==> src/rtl/rte_pkg.sv <==
// Revoke table engine: shared types, constants and the wrap-around id compare.
// Used by rte_entry_ram, rte_scan_ctrl and revoke_table_engine; no dependencies.
package rte_pkg;

	localparam int TableDepth = 256;
	localparam int AddrW      = $clog2(TableDepth);
	localparam int CntW       = AddrW + 1;
	localparam int BlkW       = 48;
	localparam int IdW        = 32;
	localparam int EntryW     = BlkW + IdW;
	localparam int CapW       = 9;
	localparam int CapReset   = 256;
	localparam int CountOutW  = 9;
	localparam int InDataW    = ((BlkW + IdW + 7) / 8) * 8;
	localparam int OutDataW   = ((2 + CountOutW + 7) / 8) * 8;

	typedef enum logic [1:0] {
		ST_IDLE,
		ST_SCAN,
		ST_DONE
	} rte_state_t;

	typedef enum logic {
		CMD_RECORD = 1'b0,
		CMD_QUERY  = 1'b1
	} rte_cmd_t;

	localparam logic STATUS_OK   = 1'b0;
	localparam logic STATUS_FULL = 1'b1;

	typedef struct packed {
		logic              we;
		logic [AddrW-1:0]  waddr;
		logic [BlkW-1:0]   wblk;
		logic [IdW-1:0]    wid;
		logic              re;
		logic [AddrW-1:0]  raddr;
	} rte_mem_req_t;

	typedef struct packed {
		logic                 status;
		logic                 revoked;
		logic [CountOutW-1:0] count;
	} rte_result_t;

	// a is at or after b when the 32-bit difference is non-negative
	function automatic logic id_at_or_after(logic [IdW-1:0] a, logic [IdW-1:0] b);
		logic [IdW-1:0] diff;
		diff = a - b;
		return ~diff[IdW-1];
	endfunction

endpackage

==> src/rtl/rte_scan_ctrl.sv <==
// Scan sequencer: walks the entry store one entry per cycle through a single
// block compare and id subtract; a record then updates or appends. Depends on rte_pkg.
module rte_scan_ctrl (
	input  logic                                clk,
	input  logic                                arst_n,
	input  logic [rte_pkg::CapW-1:0]            capacity,
	input  logic                                in_valid,
	output logic                                in_ready,
	input  logic                                in_cmd,
	input  logic [rte_pkg::BlkW-1:0]            in_blk,
	input  logic [rte_pkg::IdW-1:0]             in_tid,
	output logic                                res_valid,
	input  logic                                res_ready,
	output rte_pkg::rte_result_t                res,
	output rte_pkg::rte_mem_req_t               mem_req,
	input  logic [rte_pkg::EntryW-1:0]          mem_rdata
);

	rte_pkg::rte_state_t        state_q, state_d;
	rte_pkg::rte_cmd_t          cmd_q;
	logic [rte_pkg::BlkW-1:0]   blk_q;
	logic [rte_pkg::IdW-1:0]    tid_q;
	logic [rte_pkg::CntW-1:0]   used_q;
	logic [rte_pkg::CntW-1:0]   limit_q;
	logic [rte_pkg::CntW-1:0]   rd_ptr_q;
	logic                       cmp_vld_q;
	logic [rte_pkg::AddrW-1:0]  cmp_idx_q;
	rte_pkg::rte_result_t       res_q;

	logic [rte_pkg::CntW-1:0]   limit;
	logic [rte_pkg::BlkW-1:0]   rd_blk;
	logic [rte_pkg::IdW-1:0]    rd_id;
	logic [rte_pkg::IdW-1:0]    op_a, op_b;
	logic                       issue, blk_hit, newer;
	logic                       rec_hit, qry_hit, scan_end, finish;
	logic                       full, append;

	assign rd_blk = mem_rdata[rte_pkg::EntryW-1:rte_pkg::IdW];
	assign rd_id  = mem_rdata[rte_pkg::IdW-1:0];

	always_comb begin
		if (int'(capacity) > rte_pkg::TableDepth) begin
			limit = rte_pkg::CntW'(rte_pkg::TableDepth);
		end else begin
			limit = rte_pkg::CntW'(capacity);
		end
	end

	// shared compare unit
	always_comb begin
		if (cmd_q == rte_pkg::CMD_RECORD) begin
			op_a = tid_q;
			op_b = rd_id;
		end else begin
			op_a = rd_id;
			op_b = tid_q;
		end
		newer    = rte_pkg::id_at_or_after(op_a, op_b);
		issue    = (rd_ptr_q < used_q);
		blk_hit  = cmp_vld_q && (rd_blk == blk_q);
		rec_hit  = (cmd_q == rte_pkg::CMD_RECORD) && blk_hit;
		qry_hit  = (cmd_q == rte_pkg::CMD_QUERY) && blk_hit && newer;
		scan_end = !cmp_vld_q && !issue;
		finish   = rec_hit || qry_hit || scan_end;
		full     = (cmd_q == rte_pkg::CMD_RECORD) && scan_end && (used_q >= limit_q);
		append   = (cmd_q == rte_pkg::CMD_RECORD) && scan_end && (used_q < limit_q);
	end

	always_comb begin
		state_d = state_q;
		case (state_q)
			rte_pkg::ST_IDLE: begin
				if (in_valid) state_d = rte_pkg::ST_SCAN;
			end
			rte_pkg::ST_SCAN: begin
				if (finish) state_d = rte_pkg::ST_DONE;
			end
			rte_pkg::ST_DONE: begin
				if (res_ready) state_d = rte_pkg::ST_IDLE;
			end
			default: state_d = rte_pkg::ST_IDLE;
		endcase
	end

	always_comb begin
		in_ready      = (state_q == rte_pkg::ST_IDLE);
		res_valid     = (state_q == rte_pkg::ST_DONE);
		res           = res_q;
		mem_req.re    = (state_q == rte_pkg::ST_SCAN) && issue;
		mem_req.raddr = rd_ptr_q[rte_pkg::AddrW-1:0];
		mem_req.wblk  = blk_q;
		mem_req.wid   = tid_q;
		mem_req.we    = 1'b0;
		mem_req.waddr = cmp_idx_q;
		if (state_q == rte_pkg::ST_SCAN) begin
			if (rec_hit && newer) begin
				mem_req.we = 1'b1;
			end else if (append) begin
				mem_req.we    = 1'b1;
				mem_req.waddr = used_q[rte_pkg::AddrW-1:0];
			end
		end
	end

	always_ff @(posedge clk or negedge arst_n) begin
		if (!arst_n) begin
			state_q   <= rte_pkg::ST_IDLE;
			used_q    <= '0;
			cmp_vld_q <= 1'b0;
		end else begin
			state_q <= state_d;
			case (state_q)
				rte_pkg::ST_IDLE: begin
					if (in_valid) begin
						cmd_q     <= rte_pkg::rte_cmd_t'(in_cmd);
						blk_q     <= in_blk;
						tid_q     <= in_tid;
						limit_q   <= limit;
						rd_ptr_q  <= '0;
						cmp_vld_q <= 1'b0;
					end
				end
				rte_pkg::ST_SCAN: begin
					rd_ptr_q  <= rd_ptr_q + rte_pkg::CntW'(issue);
					cmp_vld_q <= issue;
					cmp_idx_q <= rd_ptr_q[rte_pkg::AddrW-1:0];
					if (finish) begin
						res_q.status  <= full ? rte_pkg::STATUS_FULL : rte_pkg::STATUS_OK;
						res_q.revoked <= qry_hit;
						res_q.count   <= rte_pkg::CountOutW'(used_q + rte_pkg::CntW'(append));
						if (append) used_q <= used_q + rte_pkg::CntW'(1);
					end
				end
				default: ;
			endcase
		end
	end

endmodule
==> config.mk <==
export PLATFORM = sky130hd
export DESIGN_NAME = rte_scan_ctrl
export DESIGN_NICKNAME = d
export VERILOG_FILES = /design/src/rtl/rte_pkg.sv /design/src/rtl/rte_scan_ctrl.sv
export SDC_FILE = /design/constraint.sdc
export NUM_CORES = 1
export LEC_CHECK = 0
export ABC_AREA = 0
export BUFFER_PORTS_ARGS = -buffer_cell sky130_fd_sc_hd__buf_2
export CAP_MARGIN = 40
export CORE_MARGIN = 2
export CORE_UTILIZATION = 51
export CTS_BUF_LIST = sky130_fd_sc_hd__clkbuf_8
export DETAILED_ROUTE_END_ITERATION = 8
export PLACE_DENSITY = 0.8
export SLEW_MARGIN = 40
export SYNTH_ARGS = -nofsm -noshare
export SYNTH_HDL_FRONTEND = slang
export SYNTH_SLANG_ARGS = --single-unit
==> constraint.sdc <==
create_clock -name clk -period 5.4 [get_ports clk]
set_input_delay 0.81 -clock clk [delete_from_list [all_inputs] [get_ports clk]]
set_output_delay 0.81 -clock clk [all_outputs]
set_load 0.1 [all_outputs]
# [Word level (Yosys, flattened, before mapping)]
# Cells that the tools add are included.
[word_totals] regBits=130 input_bits=174 output_inout_bits=111 wordCells=66
[op_classes] add_sub_neg=4 n_lt_le_gt_ge=4 eq_ne=6 muxes=15 bitwise=2 n_reduce_logical=23
[ops] operator="$mux 32" n=2
[ops] operator="$eq 48x48->1" n=1
[ops] operator="$sub 32x32->32" n=1
[ops] operator="$mux 9" n=3
[ops] operator="$add 9x1->9" n=2
[ops] operator="$lt 9x9->1" n=2
[ops] operator="$pmux 9 s2" n=1
[ops] operator="$reduce_and 3->1" n=5
[ops] operator="$logic_and 1x1->1" n=10
[ops] operator="$add 9x1->9 const B" n=1
[ops] operator="$ge 9x9->1" n=1
[ops] operator="$gt 9x9->1 const B" n=1
[ops] operator="$mux 8" n=1
[ops] operator="$mux 2" n=3
[ops] operator="$pmux 2 s3" n=1
[ops] operator="$ne 2x2->1 const B" n=2
[ops] operator="$reduce_and 2->1" n=2
[ops] operator="$mux 1" n=3
[ops] operator="$eq 2x1->1 const B" n=1
[ops] operator="$eq 2x2->1 const B" n=1
[ops] operator="$logic_not 1->1" n=2
[ops] operator="$logic_not 2->1" n=1
[ops] operator="$logic_or 1x1->1" n=2
[ops] operator="$ne 2x1->1 const B" n=1
[ops] operator="3 further kinds" n=4

# [Depth between registers and ports, before layout]
# Gate-level depths: netlist of run 1.
[logic_depth] ltp_word=8 ltp_mapped=13 mapped_depth_nobuf=13

# [Worst setup path before layout of run 1]
# OpenSTA, ideal clock, no wires.
[synth_timing] path_type="flip-flop to output port" start="register cmd_q" end="output mem_req[97] (netlist bit)" t_arrival_ns=4.160 t_required_ns=4.590 slack_ns=0.430 path_stages_with_launch=12 n_path_buf=2 path_cell_list="edfxtp_1 -> clkbuf_1 -> buf_1 -> mux2_2 -> ha_1 -> nand3_1 -> nor4_4 -> nand2_2 -> nor4b_2 -> nor4_4 -> xnor2_1 -> o21bai_1"
[synth_lines] element="from (decl)" line_no="rte_scan_ctrl.sv:20" text="rte_pkg::rte_cmd_t cmd_q;"
[synth_lines] element="from (signal assigned)" line_no="rte_scan_ctrl.sv:115" text="cmd_q <= rte_pkg::rte_cmd_t'(in_cmd);"
[synth_lines] element="to (decl)" line_no="rte_scan_ctrl.sv:15" text="output rte_pkg::rte_mem_req_t mem_req,"

==> flow_summary.toml, run 1 <==
[worst_hold_path]
hp-class = "in -> async"

[layout]
fill_cells = 1027
ff_latch_area_sq_um = 3844
final_area_sq_um = 9266
area_growth_pct = 28.67
fin_nets = 1078
drive_gt1_share_pct = 42.38
multi_input_area_sq_um = 3166

[worst_setup_path]
worstSetupStartpointType = "flop"
cpPeakStageDelay_ps = 740
critPathMaxFanout = 47
slowest_stage = "edfxtp_1"
crit_arrival_ps = 3960
cp.required_ps = 4590
cp_cell_sequence = "buf_12 -> mux2_2 -> ha_1 -> nand3_1 -> nor4_4 -> nand2_2 -> nor4b_2 -> nor4_4 -> xnor2_1 -> o21bai_1 -> buf_2"
worstSetupPathType = "reg -> out"
cp_common_cell = "nor4_4"
end_kind = "primary output"

[sta]
tightest_slew_ps = 756.6
fmaxAchievable_mhz = 209.8
setup_slack_ps = 634.0
post-route-min-period_ps = 4766
fin_tns_setup_ps = 0
hold_viol_final = 0
slew_headroom_pct = 49.56
fin_crit_sh_pct = 88.26
hold_ws_ps = 239.9
rsz0062_at_grt = "no"
setup_viol_count_final = 0
slew_viol_final = 0
finClkSkew_ps = 10.95

[detailed_routing]
via_per_inst = 5.284
route.detailed.drc = 0
ant_nets = 0
routed_wl_microns = 19130
drtIter0Drc = 359
vias = 5532
firstDrtPassIters = 7
routedWlPerCell_microns = 18.27

[logic_synthesis]
async_flop_share_pct = 9.231
syn_area_per_cell_sq_um = 12.72
yosysUniqueCellTypes = 52
synth_area_sq_um = 7202
ys.flop_type = "edfxtp_1"
synth_edf_count = 118
ys_warn_count = 0
syn_inst = 566
ys_seq_elements = 130
syn-num-nets = 791
seq_area_frac_synth_pct = 53.37

[clocking]
h-tree-depth = 4
cts_tree = "yes"
cts_resized = 0
clk_latency_ps = 450
cts_root_buffer = "clkbuf_8"
clockBufferDepth = 2
cts.sinks = 130
post-cts-setup-buffer-count = 0
path_clk_slew_ps = 80
hold_buffers = 0
cts_buffers = 17

[grt]
grt_pass1_wl_microns = 28310
antenna_found_initial = 0
grt_pass1_vias = 5653
grt_usage_pct = 25.41
grt_max_degree = 54
gr-total-overflow = 0

[power]
power_frac_seq_pct = 34.6
combPwrFrac_pct = 41.5
p_leak_nw = 4.029
internal-power_w = 0.002296
power_switching_w = 0.001879
swShare_pct = 45.01
p_per_area_nw_per_um2 = 450.5
vdd_drop_max_mv = 0.2401
pwr-share-clk_pct = 24.0
power.total_w = 0.004174

[status]
status = "complete, no violations"

[placement]
port_buffers = 284
pre_cts_ws_ps = 1128
gp_congestion = 0.8558
dp_hpwl_microns = 14910
dpl_cell_area_sq_um = 8792

[run]
maxCapViolations = 0

[floorplanning]
die_y_microns = 122.8
die-width_microns = 122.8
core_sq_um = 13830
dieArea_sq_um = 15090
rows = 43
io_pins = 285
initial_utilization_pct = 52.09
-- layout make-up --
cell class	count	share of cell area [%]
inverter	23	0.9317
sequential	130	41.48
multi-input combinational	392	34.16
clock buffer	17	2.525
antenna	1	0.02701
tap	180	2.430
timing repair buffer	289	15.88
clock inverter	15	2.565
-- Yosys cell counts, types with 3 or more instances --
| cell type | count | area share (%) |
|---|---|---|
| edfxtp_1 | 118 | 49 |
| a21o_1 | 4 | 0.42 |
| nor2b_1 | 9 | 0.78 |
| nand2_1 | 25 | 1.3 |
| inv_1 | 23 | 1.2 |
| o21ai_0 | 14 | 0.97 |
| mux2_2 | 38 | 5.9 |
| xnor2_1 | 30 | 3.6 |
| nand4_1 | 14 | 1.2 |
| ha_1 | 51 | 8.9 |
| nor4_1 | 15 | 1.3 |
| nand3_1 | 15 | 1.0 |
| nor3b_1 | 3 | 0.31 |
| nor3_1 | 11 | 0.76 |
| dfrtp_1 | 12 | 4.2 |
| clkbuf_1 | 9 | 0.47 |
| buf_4 | 8 | 0.83 |
| a21oi_1 | 22 | 1.5 |
| nor4b_1 | 3 | 0.36 |
| or3_1 | 3 | 0.26 |
| nor4_4 | 3 | 0.89 |
| nor2_1 | 25 | 1.3 |
| nand2b_1 | 5 | 0.43 |
| and3_1 | 5 | 0.43 |
| mux2i_1 | 29 | 4.0 |
| xor2_1 | 40 | 4.9 |
-- critical path, delay by kind of cell (launching register included) --
| kind | cells | cell delay (ps) |
|---|---|---|
| XOR/XNOR | 1 | 160 |
| AO/OA/AOI/OAI | 1 | 140 |
| flip-flops | 1 | 740 |
| adder cells (fa/ha/maj) | 1 | 300 |
| multiplexers | 1 | 370 |
| AND/OR/NAND/NOR | 5 | 980 |
| buffers and inverters | 2 | 790 |
-- layout by cell type (no fill, tap or decap), drive strengths merged, types with 12 or more instances in the layout --
cell type / instances
buf: 289
edfxtp: 118
ha: 51
xor2: 40
mux2: 39
xnor2: 30
mux2i: 29
nand2: 26
inv: 26
nor2: 25
a21oi: 22
nor4: 18
clkbuf: 17
o21ai: 16
nand3: 15
nand4: 14
dfrtp: 12
-- sequential cells by signal, indices dropped and copies added (netlist names) --
name / count
blk_q: 48
tid_q: 32
res: 11
limit_q: 9
rd_ptr_q: 9
used_q: 9
cmp_idx_q: 8
state_q: 2
cmd_q: 1
cmp_vld_q: 1
-- through the flow --
step | std cells | util, %
after global placement | 1014 | 63.59
after floorplan | 566 | -
after detailed placement | 1014 | 63.59
after CTS | 1046 | 67.00
after global routing | 1046 | 67.00
final | 1047 | 67.02
-- worst paths after layout --
check                                               start                     end  slack (ps)  cells past startpoint
worst max-delay path                      cmd_q$_DFFE_PP_             mem_req[97]         630                     11
worst min-delay path                               arst_n   used_q[7]$_DFFE_PN0P_         240                      1
worst max register to register            cmd_q$_DFFE_PP_        res[8]$_DFFE_PP_        1670                     11
worst min register to register  rd_ptr_q[0]$_SDFFCE_PN0P_  cmp_idx_q[0]$_DFFE_PP_         550                      0
max in group asynchronous                          arst_n  state_q[0]$_DFFE_PN0P_        4910                      1
min in group clk                               in_blk[17]     blk_q[17]$_DFFE_PP_         530                      1
-- metal layers --
metal	up-vias	share of wire, %	global-route usage (%)
met5	-	0	0
met4	0	3.6	12.64
met3	38	6.4	6.599
met2	222	53	45.17
met1	2576	37	27.97
li1	2696	-	-
-- power groups by stage --
| stage | logic (W) | registers [W] | clock network, W |
|---|---|---|---|
| after CTS | 0.00174 | 0.00144 | 0.00100 |
| after floorplan | 0.000939 | 0.00192 | 0 |
| after detailed placement | 0.00173 | 0.00146 | 0 |
| after global routing | 0.00183 | 0.00146 | 0.00105 |
| final | 0.00173 | 0.00144 | 0.00100 |
| after global placement | 0.00170 | 0.00146 | 0 |
-- logic make-up after synthesis --
| kind of cell | after synthesis | share of synthesized area [%] |
|---|---|---|
| xor gates and xnor gates | 70 | 8.513 |
| AOI/OAI and AO/OA | 54 | 4.448 |
| buffers and inverters | 44 | 2.745 |
| DFF | 130 | 53.37 |
| adders and majority gates | 51 | 8.860 |
| and+or+nand+nor | 149 | 11.88 |
| muxes | 68 | 10.18 |
(Power assumes the default switching activity.)
==> run 2: changes to the inputs <==
==> constraint.sdc (replaced) <==
create_clock -name clk -period 5.2 [get_ports clk]
set_input_delay 0.78 -clock clk [delete_from_list [all_inputs] [get_ports clk]]
set_output_delay 0.78 -clock clk [all_outputs]
set_load 0.1 [all_outputs]
==> flow_summary.toml, run 2 (synthesis gave the netlist of run 1 again) <==
[clocking]
hold_buffers = 0
path_clk_slew_ps = 80
post-cts-setup-buffer-count = 0
clockBufferDepth = 2
cts_tree = "yes"
cts.sinks = 130
cts_buffers = 17
cts_root_buffer = "clkbuf_8"
h-tree-depth = 4
cts_resized = 0
clk_latency_ps = 460

[detailed_routing]
routed_wl_microns = 18840
firstDrtPassIters = 5
drtIter0Drc = 283
vias = 5583
via_per_inst = 5.312
route.detailed.drc = 0
routedWlPerCell_microns = 17.92
ant_nets = 0

[worst_setup_path]
regToRegSetupSlack_ps = 1390
crit_arrival_ps = 4030
crit_path_start = "cmd_q$_DFFE_PP_"
end_kind = "primary output"
reg2reg_to = "res[0]$_DFFE_PP_"
rr_worst_depth = 11
worstSetupPathType = "reg -> out"
critPathMaxFanout = 13
worstSetupStartpointType = "flop"
r2r_start = "cmd_q$_DFFE_PP_"
cp.required_ps = 4420
crit_end = "mem_req[97]"

[placement]
port_buffers = 284
gp_congestion = 0.9143
dp_hpwl_microns = 15090
pre_cts_ws_ps = 843.9

[floorplanning]
core_sq_um = 13830
die_y_microns = 122.8
initial_utilization_pct = 52.09
rows = 43
die-width_microns = 122.8
dieArea_sq_um = 15090
io_pins = 285

[sta]
fin_tns_setup_ps = 0
setup_viol_count_final = 0
fmaxAchievable_mhz = 207.9
hold_viol_final = 0
slew_headroom_pct = 47.26
post-route-min-period_ps = 4810
setup_slack_ps = 390.4
finClkSkew_ps = 16.87
slew_viol_final = 0
fin_crit_sh_pct = 92.49
rsz0062_at_grt = "no"
hold_ws_ps = 209.0
tightest_slew_ps = 791.1

[layout]
top_register = "blk_q"
mostFrequentLayoutCell = "buf_2"
antenna_cells = 0
drive_gt1_share_pct = 42.94
fill_cells = 1069
mostFrequentLayoutCells = "buf_2 (284), edfxtp_1 (118), ha_1 (51)"
fin_util_pct = 66.63
largest_reg_flops = 48
area_growth_pct = 27.92
fin_nets = 1083

[grt]
gr-total-overflow = 0
grt_pass1_vias = 5756
antenna_found_initial = 0
grt_pass1_wl_microns = 28390
grt_max_degree = 56
grt_usage_pct = 25.32

[run]
maxCapViolations = 0

[power]
p_leak_nw = 4.009
p_per_area_nw_per_um2 = 451.8
vdd_drop_max_mv = 0.2239

[worst_hold_path]
hp-class = "in -> async"

[status]
status = "complete, no violations"
run 2: cell types whose count changed in the layout (fill, tap and decap cells not counted), moves of 2 or more:
| cell | previous run | this run |
|---|---|---|
| bufinv_16 | 6 | 2 |
| inv_6 | 2 | 4 |
| buf_4 | 4 | 9 |
| clkinv_4 | 0 | 2 |
run 2: critical path, cell delays in order (launching register included):
cell and delay [ps]:
edfxtp_1 740, buf_6 260, buf_4 210, mux2_2 350
ha_1 320, and4_1 210, a221oi_1 290, nor2_1 120
nor4_4 320, xnor2_1 140, o21bai_1 140, buf_2 450
run 2: area by class of cell:
class	instances	area, sq um	area share [%]
Multi-Input combinational cell	392	3166	34.36
Tap cell	180	225.2	2.445
Sequential cell	130	3844	41.72
Clock inverter	15	157.7	1.711
Inverter	23	86.33	0.9371
Clock buffer	17	234.0	2.540
Timing Repair Buffer	294	1500	16.28
run 2: worst min path at each step:
stage,startpoint,depth (start not counted),to
2_1_floorplan,rd_ptr_q[0]$_SDFFCE_PN0P_,0,cmp_idx_q[0]$_DFFE_PP_
3_3_place_gp,rd_ptr_q[0]$_SDFFCE_PN0P_,0,cmp_idx_q[0]$_DFFE_PP_
3_5_place_dp,rd_ptr_q[0]$_SDFFCE_PN0P_,0,cmp_idx_q[0]$_DFFE_PP_
4_1_cts,arst_n,1,used_q[6]$_DFFE_PN0P_
5_1_grt,arst_n,1,used_q[7]$_DFFE_PN0P_
6_report,arst_n,1,used_q[5]$_DFFE_PN0P_
run 2: metal layers:
layer  vias up  share of wire, %  global-route usage [%]
met1      2645                38                   27.46
met5         -                 0                       0
met2       205                53                   46.24
met4         0               3.1                   10.49
li1       2691                 -                       -
met3        42               6.1                   6.924
run 2: power breakdown:
group / switching [W] / internal [W]
Clock: 0.000438 / 0.000429
Sequential: 0.000148 / 0.00135
Combinational: 0.00138 / 0.000423
run 2: stage by stage:
stage          instance area (sq um)  power, W  instances
4_1_cts                         9213  0.004181       1051
5_1_grt                         9213  0.004343       1051
3_3_place_gp                    8810  0.003282       1018
2_1_floorplan                   7202  0.002966        566
3_5_place_dp                    8821  0.003317       1019
6_report                        9213  0.004163       1051
==> run 3: changes to the inputs <==
--- a/config.mk
+++ b/config.mk
@@ -12,6 +12,7 @@
 export CORE_UTILIZATION = 51
 export CTS_BUF_LIST = sky130_fd_sc_hd__clkbuf_8
 export DETAILED_ROUTE_END_ITERATION = 8
+export MAX_ROUTING_LAYER = met4
 export PLACE_DENSITY = 0.8
 export SLEW_MARGIN = 40
 export SYNTH_ARGS = -nofsm -noshare
==> constraint.sdc (replaced) <==
create_clock -name clk -period 5 [get_ports clk]
set_input_delay 0.25 -clock clk [delete_from_list [all_inputs] [get_ports clk]]
set_output_delay 0.25 -clock clk [all_outputs]
set_load 0.1 [all_outputs]
==> flow_summary.toml, run 3 (synthesis gave the netlist of run 1 again) <==
[detailed_routing]
routedWlPerCell_microns = 19.99
via_per_inst = 5.472
drtIter0Drc = 457
ant_nets = 0
route.detailed.drc = 0
vias = 6167
firstDrtPassIters = 5
routed_wl_microns = 22530

[worst_setup_path]
worstSetupPathType = "reg -> out"
regToRegSetupSlack_ps = 1250
end_kind = "primary output"
worstSetupStartpointType = "flop"
crit_arrival_ps = 4030
cp.required_ps = 4750
critPathMaxFanout = 49

[placement]
port_buffers = 284
gp_congestion = 0.9090
dp_hpwl_microns = 14950
pre_cts_ws_ps = 1191

[power]
power.total_w = 0.004587
vdd_drop_max_mv = 0.2682
p_leak_nw = 4.363
p_per_area_nw_per_um2 = 454.7

[sta]
fmaxAchievable_mhz = 233.7
slew_headroom_pct = 50.20
fin_tns_setup_ps = 0
finClkSkew_ps = 9.170
slew_viol_final = 0
hold_viol_final = 0
rsz0062_at_grt = "no"
setup_viol_count_final = 0
fin_crit_sh_pct = 85.57
post-route-min-period_ps = 4279
tightest_slew_ps = 742.0
setup_slack_ps = 721.3

[layout]
mostFrequentLayoutCell = "buf_2"
antenna_cells = 0
fin_util_pct = 72.96
mostFrequentLayoutCells = "buf_2 (284), edfxtp_1 (118), dlygate4sd3_1 (83)"
drive_gt1_share_pct = 38.65
largest_reg_flops = 48
fin_nets = 1160
fill_cells = 882
area_growth_pct = 40.08
top_register = "blk_q"

[grt]
grt_usage_pct = 30.78
grt_pass1_wl_microns = 33270
grt_max_degree = 50
gr-total-overflow = 0
grt_pass1_vias = 6320
antenna_found_initial = 0

[worst_hold_path]
hp-class = "in -> reg"

[clocking]
cts_buffers = 17
clk_latency_ps = 450
clockBufferDepth = 2
cts_tree = "yes"
cts_root_buffer = "clkbuf_8"
cts.sinks = 130
path_clk_slew_ps = 80
h-tree-depth = 4

[floorplanning]
io_pins = 285
rows = 43
core_sq_um = 13830
die-width_microns = 122.8
die_y_microns = 122.8
initial_utilization_pct = 52.09
dieArea_sq_um = 15090

[run]
maxCapViolations = 0

[status]
status = "complete, no violations"
run 3: cell count changes in the layout (fill, tap and decap cells not counted), sizes merged:
cell | before | now
buf | 294 | 288
bufinv | 2 | 6
clkinv | 5 | 4
clkinvlp | 4 | 3
dlygate4sd3 | 0 | 83
inv | 27 | 24
run 3: power by group:
| group | internal, W | switching, W |
|---|---|---|
| Combinational | 0.000477 | 0.00146 |
| Sequential | 0.00140 | 0.000163 |
| Clock | 0.000640 | 0.000443 |
run 3: final timing paths:
path | start | end | cells after the start
min in group asynchronous | arst_n | used_q[0]$_DFFE_PN0P_ | 2
setup reg to reg | cmd_q$_DFFE_PP_ | res[7]$_DFFE_PP_ | 11
max in group asynchronous | arst_n | used_q[8]$_DFFE_PN0P_ | 2
setup / recovery | cmd_q$_DFFE_PP_ | mem_req[97] | 11
hold / removal | capacity[8] | limit_q[8]$_SDFFCE_PN1P_ | 1
hold reg to reg | rd_ptr_q[0]$_SDFFCE_PN0P_ | cmp_idx_q[0]$_DFFE_PP_ | 0
run 3: critical path, cell delays in order (launching register included):
cell	delay (ps)
edfxtp_1	760
buf_12	350
mux2_2	370
ha_1	290
nand3_1	170
nor4_4	330
nand2_2	90
nor4b_2	360
nor4_4	80
xnor2_1	160
o21bai_1	150
buf_2	450
run 3: cell type report:
| cell class | instances | area, sq um | area share [%] |
|---|---|---|---|
| Inverter | 23 | 86.33 | 0.8558 |
| Clock buffer | 17 | 234.0 | 2.319 |
| Timing Repair Buffer | 371 | 2295 | 22.75 |
| Multi-Input combinational cell | 392 | 3168 | 31.40 |
| Clock inverter | 14 | 236.5 | 2.344 |
| Tap cell | 180 | 225.2 | 2.232 |
| Sequential cell | 130 | 3844 | 38.10 |
run 3: metrics by stage:
step | instances | hold WS, ps | instance area [sq um]
floorplan | 566 | -45.59 | 7202
global placement | 1013 | 159.9 | 8785
detailed placement | 1013 | 160.9 | 8787
CTS | 1127 | 85.37 | 10090
global route | 1127 | 96.30 | 10090
finish | 1127 | 104.1 | 10090
run 3: what timing repair did:
action,in CTS,in global routing
resized for setup,0,0
hold buffers,83,0
endpoints found under the setup margin,0,0
buffers inserted,0,0
hold endpoints to repair,94,0
run 3: layer usage:
| layer | vias up | share of wire, % | track usage, % |
|---|---|---|---|
| met5 | - | 0 | - |
| met4 | 0 | 5.2 | 16.74 |
| met3 | 80 | 7.4 | 7.714 |
| met2 | 347 | 52 | 53.14 |
| met1 | 2887 | 35 | 32.13 |
| li1 | 2853 | - | - |
